===== src/hw/rtl/ippc_pkg.sv =====
// Shared types and constants for the item pair Pearson correlation block.
// No dependencies; the top level, the controller and the datapath import this package.
package ippc_pkg;

  localparam int NUM_ITEMS_DEF   = 64;
  localparam int MAX_RATINGS_DEF = 32;

  localparam logic [1:0] FUNC_RATING = 2'd0;
  localparam logic [1:0] FUNC_FLUSH  = 2'd1;
  localparam logic [1:0] FUNC_QUERY  = 2'd2;

  localparam logic [2:0]  SCORE_MAX = 3'd5;
  localparam logic [23:0] COUNT_MAX = 24'hFFFFFF;

  // Operand width of the serial multiplier; every product term fits 53 bits.
  localparam int MW         = 54;
  localparam int DIV_STEPS  = 28;
  localparam int SQRT_STEPS = 16;
  localparam logic [31:0] Q_ONE = 32'd16384;

  typedef struct packed {
    logic [23:0] count;
    logic [26:0] first;
    logic [26:0] second;
    logic [28:0] product;
    logic [28:0] first_sq;
    logic [28:0] second_sq;
  } sums_t;

  typedef enum logic [4:0] {
    ST_CLR, ST_IDLE, ST_APPEND, ST_ACC_START, ST_LAT_I, ST_PAIR_IDX, ST_PAIR_UPD,
    ST_ACC_END, ST_Q_RD, ST_Q_CHK, ST_MUL_GO, ST_MUL_WAIT, ST_DIV_INIT, ST_DIV,
    ST_SQ_INIT, ST_SQ, ST_OUT
  } state_t;

  typedef enum logic [2:0] {
    MUL_P1, MUL_P2, MUL_P3, MUL_P4, MUL_P5, MUL_P6, MUL_P7, MUL_P8
  } mul_sel_t;

  typedef struct packed {
    logic     latch;
    logic     clr_we;
    logic     append;
    logic     i_first;
    logic     i_inc;
    logic     lat_i;
    logic     j_inc;
    logic     pair_rd;
    logic     pair_we;
    logic     len_clr;
    logic     q_rd;
    logic     load_sums;
    logic     mul_go;
    logic     mul_store;
    mul_sel_t mul_sel;
    logic     div_init;
    logic     div_step;
    logic     sq_init;
    logic     sq_step;
    logic     out_hit;
    logic     out_miss;
  } cmd_t;

  typedef struct packed {
    logic clr_last;
    logic user_diff;
    logic len_lt2;
    logic j_last;
    logic i_last;
    logic lat_rec;
    logic hit;
    logic mul_done;
    logic r_ge_g;
    logic div_last;
    logic sq_last;
  } status_t;

endpackage


===== src/hw/rtl/ippc_ctrl.sv =====
// Controller state machine: sequences record buffering, pair accumulation,
// the clearing pass and the query arithmetic. Depends on ippc_pkg.
module ippc_ctrl (
  input  logic              clk,
  input  logic              rst,
  input  logic              start,
  input  logic [1:0]        func,
  input  ippc_pkg::status_t st,
  output ippc_pkg::cmd_t    cmd,
  output logic              busy
);
  import ippc_pkg::*;

  state_t   state, state_next;
  mul_sel_t step, step_next;

  always_ff @(posedge clk) begin
    if (rst) begin
      state <= ST_CLR;
      step  <= MUL_P1;
    end else begin
      state <= state_next;
      step  <= step_next;
    end
  end

  always_comb begin
    state_next = state;
    step_next  = step;
    unique case (state)
      ST_CLR:       if (st.clr_last) state_next = ST_IDLE;
      ST_IDLE: begin
        if (start) begin
          priority if (func == FUNC_RATING) begin
            state_next = st.user_diff ? ST_ACC_START : ST_APPEND;
          end else if (func == FUNC_FLUSH) begin
            state_next = ST_ACC_START;
          end else if (func == FUNC_QUERY) begin
            state_next = ST_Q_RD;
          end else begin
            state_next = ST_IDLE;
          end
        end
      end
      ST_APPEND:    state_next = ST_IDLE;
      ST_ACC_START: state_next = st.len_lt2 ? ST_ACC_END : ST_LAT_I;
      ST_LAT_I:     state_next = ST_PAIR_IDX;
      ST_PAIR_IDX:  state_next = ST_PAIR_UPD;
      ST_PAIR_UPD: begin
        priority if (!st.j_last) state_next = ST_PAIR_IDX;
        else if (!st.i_last)     state_next = ST_LAT_I;
        else                     state_next = ST_ACC_END;
      end
      ST_ACC_END:   state_next = st.lat_rec ? ST_APPEND : ST_IDLE;
      ST_Q_RD:      state_next = ST_Q_CHK;
      ST_Q_CHK: begin
        step_next  = MUL_P1;
        state_next = st.hit ? ST_MUL_GO : ST_IDLE;
      end
      ST_MUL_GO:    state_next = ST_MUL_WAIT;
      ST_MUL_WAIT: begin
        if (st.mul_done) begin
          if (step == MUL_P8) begin
            state_next = ST_DIV_INIT;
          end else begin
            step_next  = mul_sel_t'(3'(step) + 3'd1);
            state_next = ST_MUL_GO;
          end
        end
      end
      ST_DIV_INIT:  state_next = st.r_ge_g ? ST_SQ_INIT : ST_DIV;
      ST_DIV:       if (st.div_last) state_next = ST_SQ_INIT;
      ST_SQ_INIT:   state_next = ST_SQ;
      ST_SQ:        if (st.sq_last) state_next = ST_OUT;
      ST_OUT:       state_next = ST_IDLE;
      default:      state_next = ST_CLR;
    endcase
  end

  always_comb begin
    cmd         = '0;
    cmd.mul_sel = step;
    unique case (state)
      ST_CLR:       cmd.clr_we  = 1'b1;
      ST_IDLE:      cmd.latch   = start;
      ST_APPEND:    cmd.append  = 1'b1;
      ST_ACC_START: cmd.i_first = !st.len_lt2;
      ST_LAT_I:     cmd.lat_i   = 1'b1;
      ST_PAIR_IDX:  cmd.pair_rd = 1'b1;
      ST_PAIR_UPD: begin
        cmd.pair_we = 1'b1;
        cmd.j_inc   = !st.j_last;
        cmd.i_inc   = st.j_last && !st.i_last;
      end
      ST_ACC_END:   cmd.len_clr = 1'b1;
      ST_Q_RD:      cmd.q_rd    = 1'b1;
      ST_Q_CHK: begin
        cmd.load_sums = st.hit;
        cmd.out_miss  = !st.hit;
      end
      ST_MUL_GO:    cmd.mul_go    = 1'b1;
      ST_MUL_WAIT:  cmd.mul_store = st.mul_done;
      ST_DIV_INIT:  cmd.div_init  = 1'b1;
      ST_DIV:       cmd.div_step  = 1'b1;
      ST_SQ_INIT:   cmd.sq_init   = 1'b1;
      ST_SQ:        cmd.sq_step   = 1'b1;
      ST_OUT:       cmd.out_hit   = 1'b1;
      default:      cmd.clr_we    = 1'b0;
    endcase
  end

  assign busy = (state != ST_IDLE);

endmodule


===== config.mk =====
export PLATFORM = sky130hd
export DESIGN_NAME = ippc_ctrl
export DESIGN_NICKNAME = d
export VERILOG_FILES = /design/src/hw/rtl/ippc_pkg.sv /design/src/hw/rtl/ippc_ctrl.sv
export SDC_FILE = /design/constraint.sdc
export NUM_CORES = 1
export LEC_CHECK = 0
export ABC_AREA = 1
export BUFFER_PORTS_ARGS = -buffer_cell sky130_fd_sc_hd__buf_4
export CORE_UTILIZATION = 49
export DETAILED_ROUTE_END_ITERATION = 10
export PLACE_DENSITY_LB_ADDON = 0.25
export SYNTH_ARGS = -nofsm -noshare
export SYNTH_HDL_FRONTEND = slang
export SYNTH_SLANG_ARGS = --single-unit

===== constraint.sdc =====
create_clock -name clk -period 2.4 [get_ports clk]
set_input_delay 0.36 -clock clk [delete_from_list [all_inputs] [get_ports clk]]
set_output_delay 0.36 -clock clk [all_outputs]
set_load 0.05 [all_outputs]

Word-level counts from Yosys, hierarchy flattened:

Cells that the tools add are included.

* reduce and logical (&&, ||, !) cells: 11
* equality and inequality tests: 26
* $add $sub $neg: 1
* multiplexer cells: 40

Operators with widths (count)
* 5-bit one-hot mux with 16 select lines: 1
* 5-bit by 4-bit == test with 1-bit output (second input constant): 8
* 5-bit two-way mux: 5
* 1-bit two-way mux: 21
* 5-bit by 3-bit == test with 1-bit output (second input constant): 4
* 4-bit two-way mux: 4
* 2-bit inequality test (second input constant): 6
* 5-bit by 2-bit == test with 1-bit output (second input constant): 2
* 2-bit two-way mux: 5
* 3-bit two-way mux: 3
* 3-bit one-hot mux with 2 select lines: 1
* 5-bit by 1-bit == test with 1-bit output (second input constant): 1
* 5-bit == test (second input constant): 1
* 5-bit zero test: 1
* 5-bit by 1-bit inequality test with 1-bit output (second input constant): 1
* 5-bit AND reduction: 1
* 1-bit zero test: 4
* 3-bit by 1-bit adder with 3-bit output (second input constant): 1
* 3-bit == test (second input constant): 1
* 3-bit AND reduction: 1
* 2-bit by 1-bit == test with 1-bit output (second input constant): 1
* 2-bit == test (second input constant): 1
* 2-bit zero test: 1
* 2-bit nonzero test: 1
* 2 further kinds: 2

* output and inout port bits: 24
* bits of input ports: 16
* logic and storage cells: 80
* bits in registers: 8

Logic depth before layout (Yosys ltp):

Gate-level depths: netlist of run 1.

* depth in word-level cells: 6
* gate-level depth with buffers: 9

Least setup slack after synthesis of run 1:

Ideal clock, no wire load.

* kind: reg-to-output
* start point: register state[2]
* end point: output port cmd[16] in the netlist's numbering
* stages on the path, launching flop included: 7
* data required time: 2.040 ns
* buffers on the path: 0
* setup slack: -0.245 ns
* data arrival time: 2.285 ns
* path through: dfxtp_1 > nand2_1 > nor2_2 > inv_1 > nor2_1 > inv_1 > nor2_1

RTL lines
* from (decl): line ippc_ctrl.sv:14 `state_t state, state_next;`
* from (signal assigned): line ippc_ctrl.sv:22 `state <= state_next;`
* to (decl): line ippc_ctrl.sv:9 `output ippc_pkg::cmd_t cmd,`

==> results.cfg, run 1 <==
[outcome]
outcome = complete, but fails checks
violations = DRC

[logic_synthesis]
avgSynthCellArea_sq_um = 5.35
synthFlopType = dfxtp_1
netlist.area_leader.share = 0.187
synth_seq_area_share = 0.187
synth_area_leader_cell = dfxtp_1
syn_inst = 160
syn_area_sq_um = 856
synth_cell_types = 20
async_flop_share = 0
synth.area.top_cells = dfxtp_1 (19%), nand2_1 (18%), inv_1 (14%)
ys_ff_latch = 8
yosysWarningCount = 0
synth_edf_count = 0
synthesis.nets = 178

[global_route]
antenna_found_initial = 0
grt_pass1_vias = 994
grt_overflow = 0
grt_pass1_wl_um = 3980
grt_max_degree = 10
grtUsageTotal = 0.273

[power_and_ir_drop]
p_per_area_nw_per_um2 = 453
total_power_uw = 539
peakVddDrop_mv = 0.461
leakagePower_uw = 0.000746

[finish]
mostFrequentLayoutCells = nand2_1 (42), buf_4 (39), inv_1 (31), nor2_1 (20), nand3_1 (18)
finalNetCount = 220
syn2layout_area_growth_pct = 39.0
fin_cells = 216
drive_gt1_frac = 0.305
n_antenna_cell = 0
final_area_sq_um = 1190
fillers = 152
final_common_cell = nand2_1

[sta]
finalHoldViolCount = 0
finalCritPeriodShare = 0.830
skew_ns = 0.00525
fin_crit_ns = 1.99
setup_slack_ns = 0.408
setup_violations = 0
tightest_slew_ns = 0.419
fin_setup_tns_ns = 0
slew_headroom = 0.720
rsz0062_at_grt = no
fmax_ghz = 0.502
slew_viol_final = 0

[floorplan]
core_area_sq_um = 1580
start_util = 0.543
dieWidth_um = 43.8
num_rows = 14
die_area_sq_um = 1920
die_h_um = 43.8
ios = 40

[critical_path]
path_max_fanout = 6
cp-end-kind = output port
worstSetupPathType = flip-flop to output port
path_cells = inv_2 -> nor2_1 -> inv_1 -> nor2_2 -> inv_1 -> nor2_2 -> buf_4
cp_slowest_stage_delay_ns = 0.41
worstReg2RegEnd = state[2]
r2r_start = state[2]
rr_worst_depth = 8
required_ns = 2.04
rrSetupSlack_ns = 0.89
start_kind = flip-flop
crit_arrival_ns = 1.63
cpMaxStageDelayCell = dfxtp_1

[placement]
placed_area_sq_um = 1170
io_buffers = 39
hpwl_um = 2040
placed_cells = 213
place_ws_ns = 0.683
gp_congestion = 0.941

[clocking]
cts_hold_buf = 0
clockBufferDepth = 2
clkTransAtPathRegs_ns = 0.05
clock_sinks = 8
cts_root_buf = clkbuf_4
cts_resized = 0
clkLatencyLatePin_ns = 0.25
post_cts_buffers = 0
htree_levels = 1
cts_tree = done
cts_buffers = 3

[flow_run]
maxCapViolCount = 0

[drt]
vias_per_cell = 5.26
drc = 2
routedWlPerCell_um = 11.2
vias = 1136
antenna_left = 0
drtPass1Iterations = 7
drt_iter0_markers = 35
drt_wl_total_um = 2430

[min_path]
hold_path_end = state[4]
hold_depth = 2
min_from = rst
hp-class = input pin to flip-flop
==> cells in the mapped netlist (4+ instances only) <==
library cell / n
nand2_1: 42
nor2_2: 6
nor2_1: 23
nand4_1: 5
inv_2: 4
a21oi_1: 7
inv_1: 31
nand3_1: 18
dfxtp_1: 8
==> sequential cells by signal (all words and copies together) (netlist names) <==
register and cells:
state 5, step 3
==> how the worst max path moves through the flow <==
stage | endpoint | cells past startpoint | start | slack, ns
finish | cmd[18] | 7 | state[1] | 0.41
global route | cmd[18] | 7 | state[1] | 0.31
CTS | cmd[18] | 7 | state[1] | 0.40
detailed placement | cmd[18] | 7 | state[1] | 0.68
global placement | cmd[16] | 7 | state[1] | 0.74
floorplan | cmd[16] | 6 | state[2] | 0.19
==> power breakdown <==
| group | internal, uW | switching [uW] |
|---|---|---|
| logic | 85.7 | 195 |
| clock network | 57.1 | 43.7 |
| registers | 141 | 15.7 |
| total | 284 | 255 |
==> worst max-delay path: cells and delay by family, from the launching register on <==
kind | cells | cell delay, ns
buffers and inverters | 4 | 0.44
DFF | 1 | 0.41
and+or+nand+nor | 3 | 0.54
==> logic make-up after synthesis <==
| family | share of synthesized area |
|---|---|
| AO/OA/AOI/OAI | 0.0643 |
| flip-flops | 0.187 |
| AND/OR/NAND/NOR | 0.556 |
| buffers and inverters | 0.164 |
| adder cells (fa/ha/maj) | 0.0292 |
==> layer usage <==
metal / share of wire / GRT usage / wire (um)
met5: 0 / 0 / 0
met1: 0.42 / 0.336 / 1030
met3: 0.062 / 0.0167 / 150
met2: 0.50 / 0.481 / 1210
met4: 0.017 / 0.125 / 42
==> final cells by class <==
type | instances | area, sq um | share of cell area
clock buffer | 3 | 22.5 | 0.0189
inverter | 35 | 131 | 0.110
multi-input combinational | 115 | 563 | 0.473
sequential | 8 | 160 | 0.135
tap | 16 | 20.0 | 0.0168
timing repair buffer | 39 | 293 | 0.246
==> per-stage QoR <==
stage          utilization  hold slack [ns]
2_1_floorplan            -            0.607
3_3_place_gp         0.740            0.472
3_5_place_dp         0.740            0.480
4_1_cts              0.755            0.320
5_1_grt              0.755            0.341
6_report             0.755            0.326
No activity file was read; power rests on OpenSTA's default activity.
==> run 2, diff against run 1 <==
Settings changed: CORE_UTILIZATION 49 to 41.
Clock period 2.4 ns to 1.8 ns, I/O delays scaled along.
==> run 2 against run 1 <==
Compared with the run above:
- the flow now finishes without violations
- register-to-register slack worse by 0.62 ns
- via count decreased by 3.0%
- critical path depth decreased by 2
- worst setup slack worse by 0.34 ns
- power is 35% higher
==> results.cfg, run 2 (synthesis gave the netlist of run 1 again) <==
[finish]
top_regs = state: 5 flops, step: 3 flops
syn2layout_area_growth_pct = 50.6
mostFrequentLayoutCells = nand2_1 (42), buf_4 (40), inv_1 (29), nand3_1 (18), nor2_1 (17)
largest_reg_flops = 5
finalNetCount = 223
final_common_cell = nand2_1
max_flop_register = state
n_antenna_cell = 0
drive_gt1_frac = 0.365

[drt]
routedWlPerCell_um = 10.3
antenna_left = 0
vias_per_cell = 4.79
drt_wl_total_um = 2370
drtPass1Iterations = 4
drc = 0
vias = 1102
drt_iter0_markers = 21

[sta]
holdWs_ns = 0.241
slew_viol_final = 0
rsz0062_at_grt = no
fin_setup_tns_ns = 0
fmax_ghz = 0.578
fin_crit_ns = 1.73
slew_headroom = 0.840
tightest_slew_ns = 0.240
setup_violations = 0
finalHoldViolCount = 0
skew_ns = 0.000884
finalCritPeriodShare = 0.961

[floorplan]
die_area_sq_um = 2270
ios = 40
start_util = 0.436
core_area_sq_um = 1960
die_h_um = 47.7
dieWidth_um = 47.7
num_rows = 16

[clocking]
cts_root_buf = clkbuf_4
htree_levels = 1
cts_tree = done
clkTransAtPathRegs_ns = 0.05
clkLatencyLatePin_ns = 0.25
clock_sinks = 8
cts_buffers = 3
cts_hold_buf = 0
clockBufferDepth = 2

[critical_path]
r2r_start = state[2]
cpMaxStageDelayCell = dfxtp_1
path_common_cell = buf_4
cp_slowest_stage_delay_ns = 0.31
crit_cells = 5
cp-end-kind = output port
path_max_fanout = 9
required_ns = 1.53
cp_top_family = simple AND/OR/NAND/NOR gates
crit_arrival_ns = 1.46
worstReg2RegEnd = state[2]
path_buf_inv = 2
path_cells = buf_4 -> nor2_4 -> nand2_1 -> nor2_2 -> buf_4
critPathLaunch = state[2]
start_kind = flip-flop
rrSetupSlack_ns = 0.27
crit_end = cmd[21]
worstSetupPathType = flip-flop to output port
rr_worst_depth = 9

[placement]
hpwl_um = 2020
io_buffers = 39
gp_congestion = 0.954

[global_route]
antenna_found_initial = 0
grt_pass1_vias = 882
grt_pass1_wl_um = 3510
grtUsageTotal = 0.214
grt_overflow = 0
grt_max_degree = 10

[outcome]
outcome = finished, final reports clean

[power_and_ir_drop]
leakagePower_uw = 0.000770
p_per_area_nw_per_um2 = 565
peakVddDrop_mv = 0.514

[min_path]
hp-class = input pin to flip-flop

[flow_run]
maxCapViolCount = 0
run 2: cell count changes in the layout (fill, tap and decap cells not counted), moves of 2 or more:
cell / change
buf_8: +2
dfxtp_1: -4
dfxtp_2: +4
inv_1: -2
inv_2: +2
nor2_1: -3
nor2_2: -3
nor2_4: +6
run 2: timing repair:
item	4_1_cts	5_1_grt
buffers inserted	1	0
gates resized for setup	2	11
setup endpoints to repair	5	5
pin swaps	0	1
run 2: worst min-delay path by stage:
| stage | slack, ns | cells after the start | start | end |
|---|---|---|---|---|
| 6_report | 0.24 | 2 | rst | state[4] |
| 5_1_grt | 0.24 | 2 | rst | state[1] |
| 4_1_cts | 0.24 | 2 | rst | step[2] |
| 3_5_place_dp | 0.48 | 2 | step[1] | step[1] |
| 3_3_place_gp | 0.47 | 2 | step[1] | step[1] |
| 2_1_floorplan | 0.55 | 2 | rst | state[4] |
run 2: final cells by class:
cell class,instances,area [sq um]
fill,202,673
multi-input combinational,115,606
timing repair buffer,42,330
sequential,8,165
inverter,35,131
tap,27,33.8
clock buffer,3,22.5
run 2: per-stage QoR:
stage | utilization | total power, uW | cell area, sq um | instances | setup slack [ns]
after floorplan | - | 479 | 893 | 160 | -0.0323
final | 0.657 | 728 | 1290 | 230 | 0.0707
after CTS | 0.643 | 728 | 1260 | 230 | 0.0189
after global placement | 0.625 | 585 | 1230 | 226 | 0.212
after detailed placement | 0.625 | 591 | 1230 | 226 | 0.137
after global routing | 0.657 | 779 | 1290 | 230 | 0.00263
run 2: report_power, final:
group	internal [uW]	switching (uW)
clock	75.9	55.3
combinational	122	264
sequential	191	20.4
total	389	340
run 2: metal layers:
metal | track usage | share of wire | vias up
met5 | 0 | 0 | -
met4 | 0.117 | 0.022 | 0
met3 | 0.0113 | 0.056 | 6
met2 | 0.354 | 0.47 | 48
met1 | 0.278 | 0.45 | 465
li1 | - | - | 583
==> run 3, diff against run 2 <==
Settings changed: CORE_MARGIN set to 8, REMOVE_ABC_BUFFERS set to 1, SETUP_SLACK_MARGIN set to 0.05.
==> run 3 against run 2 <==
Compared with the run above:
- hold slack got worse by 0.0055 ns
- critical path depth rose by 3
- global-route usage fell by 6.5 points
- non-clock buffer count rose by 2
- clock power barely moved
- via count increased by 2.4%
- sequential power hardly changed
- first-iteration DRC count grew 76%
- worst setup slack better by 0.049 ns
- utilization fell by 0.45 points
- count of clock-buffer cells in the layout unchanged
- sequential cell count did not move
- critical path type unchanged
- critical endpoint is now cmd[18]
- largest power group unchanged
==> results.cfg, run 3 (synthesis gave the netlist of run 1 again) <==
[clocking]
clkLatencyLatePin_ns = 0.24
clkTransAtPathRegs_ns = 0.05
clock_sinks = 8
htree_levels = 1
cts_hold_buf = 0
cts_root_buf = clkbuf_4
cts_buffers = 3
clockBufferDepth = 2
cts_tree = done

[critical_path]
cp-end-kind = output port
path_cells = inv_4 -> nand2_1 -> nor2_4 -> inv_1 -> nor2_2 -> inv_2 -> nor2_2 -> buf_6
worstSetupPathType = flip-flop to output port
required_ns = 1.53
cpMaxStageDelayCell = dfxtp_4
path_common_cell = nor2_2
path_max_fanout = 5
cp_slowest_stage_delay_ns = 0.36
start_kind = flip-flop
crit_arrival_ns = 1.41

[finish]
fillers = 197
largest_reg_flops = 5
top_regs = state: 5 flops, step: 3 flops
n_antenna_cell = 0
syn2layout_area_growth_pct = 49.6
final_util = 0.652
multi_input_area_sq_um = 578
finalNetCount = 225
mostFrequentLayoutCells = nand2_1 (42), buf_4 (42), inv_1 (30), nor2_1 (20), nand3_1 (18)
drive_gt1_frac = 0.351
regArea_sq_um = 174
max_flop_register = state

[sta]
finalHoldViolCount = 0
slew_headroom = 0.825
finalCritPeriodShare = 0.934
fmax_ghz = 0.595
slew_viol_final = 0
skew_ns = 0.00487
setup_violations = 0
tightest_slew_ns = 0.262
fin_setup_tns_ns = 0
fin_crit_ns = 1.68
holdWs_ns = 0.235
rsz0062_at_grt = yes

[floorplan]
core_area_sq_um = 1960
ios = 40
die_h_um = 61.7
num_rows = 16
die_area_sq_um = 3810
start_util = 0.436
dieWidth_um = 61.7

[flow_run]
maxCapViolCount = 0

[drt]
wl_met2_um = 1390
drt-met1-wl_um = 1090
vias_per_cell = 4.86
top_layer_used = met4
routedWlPerCell_um = 11.8
drt_wl_total_um = 2750
antenna_left = 0
drc = 0
vias = 1128
drt_iter0_markers = 37
dr_wl_met3_um = 205
drtPass1Iterations = 5

[outcome]
outcome = finished, final reports clean

[power_and_ir_drop]
leakagePower_uw = 0.000777
p_per_area_nw_per_um2 = 561
peakVddDrop_mv = 0.495

[placement]
hpwl_um = 2290
io_buffers = 39
gp_congestion = 0.920

[global_route]
grt_overflow = 0
grtUsageTotal = 0.149
grt_pass1_vias = 1073
grt_max_degree = 10
antenna_found_initial = 0
grt_pass1_wl_um = 4400

[min_path]
hp-class = input pin to flip-flop
-- run 3: critical path: cells and delay by family, from the launching register on --
kind / cells / cell delay [ns]
and+or+nand+nor: 4 / 0.45
DFF: 1 / 0.36
buffers and inverters: 4 / 0.35
-- run 3: worst paths after layout --
kind | depth (start not counted) | endpoint | slack, ns | start
setup / recovery | 8 | cmd[18] | 0.12 | state[4]
hold / removal | 2 | state[3] | 0.24 | rst
setup reg to reg | 9 | state[0] | 0.37 | state[4]
hold reg to reg | 2 | step[2] | 0.48 | step[2]
-- run 3: final cells by class --
class                           count  area share
Inverter                           35       0.105
Multi-Input combinational cell    115       0.452
Sequential cell                     8       0.136
Tap cell                           27      0.0264
Clock buffer                        3      0.0176
Timing Repair Buffer               44       0.264
-- run 3: metal layers --
| metal | vias to the layer above | global-route usage |
|---|---|---|
| met3 | 10 | 0.0292 |
| met1 | 481 | 0.163 |
| met2 | 50 | 0.275 |
| li1 | 587 | - |
| met4 | 0 | 0.0552 |
| met5 | - | 0 |
-- run 3: per-stage QoR --
step / cell area, sq um / power, uW / cells / setup slack [ns]
after CTS: 1240 / 715 / 231 / 0.0713
after floorplan: 847 / 464 / 158 / -0.755
after global routing: 1280 / 773 / 232 / 0.0245
after global placement: 1180 / 579 / 225 / 0.225
after detailed placement: 1180 / 580 / 225 / 0.190
final: 1280 / 718 / 232 / 0.119
-- run 3: what timing repair did --
| action | in CTS | in global routing |
|---|---|---|
| setup buffers | 3 | 1 |
| pin swaps | 1 | 2 |
| setup endpoints to repair | 6 | 12 |
| gates resized for setup | 4 | 14 |
| gates cloned | 0 | 0 |
-- run 3: report_power, final --
part,total (uW),internal [uW],switching [uW]
Sequential,214,188,25.6
Clock,129,75.8,53.1
Combinational,376,121,254
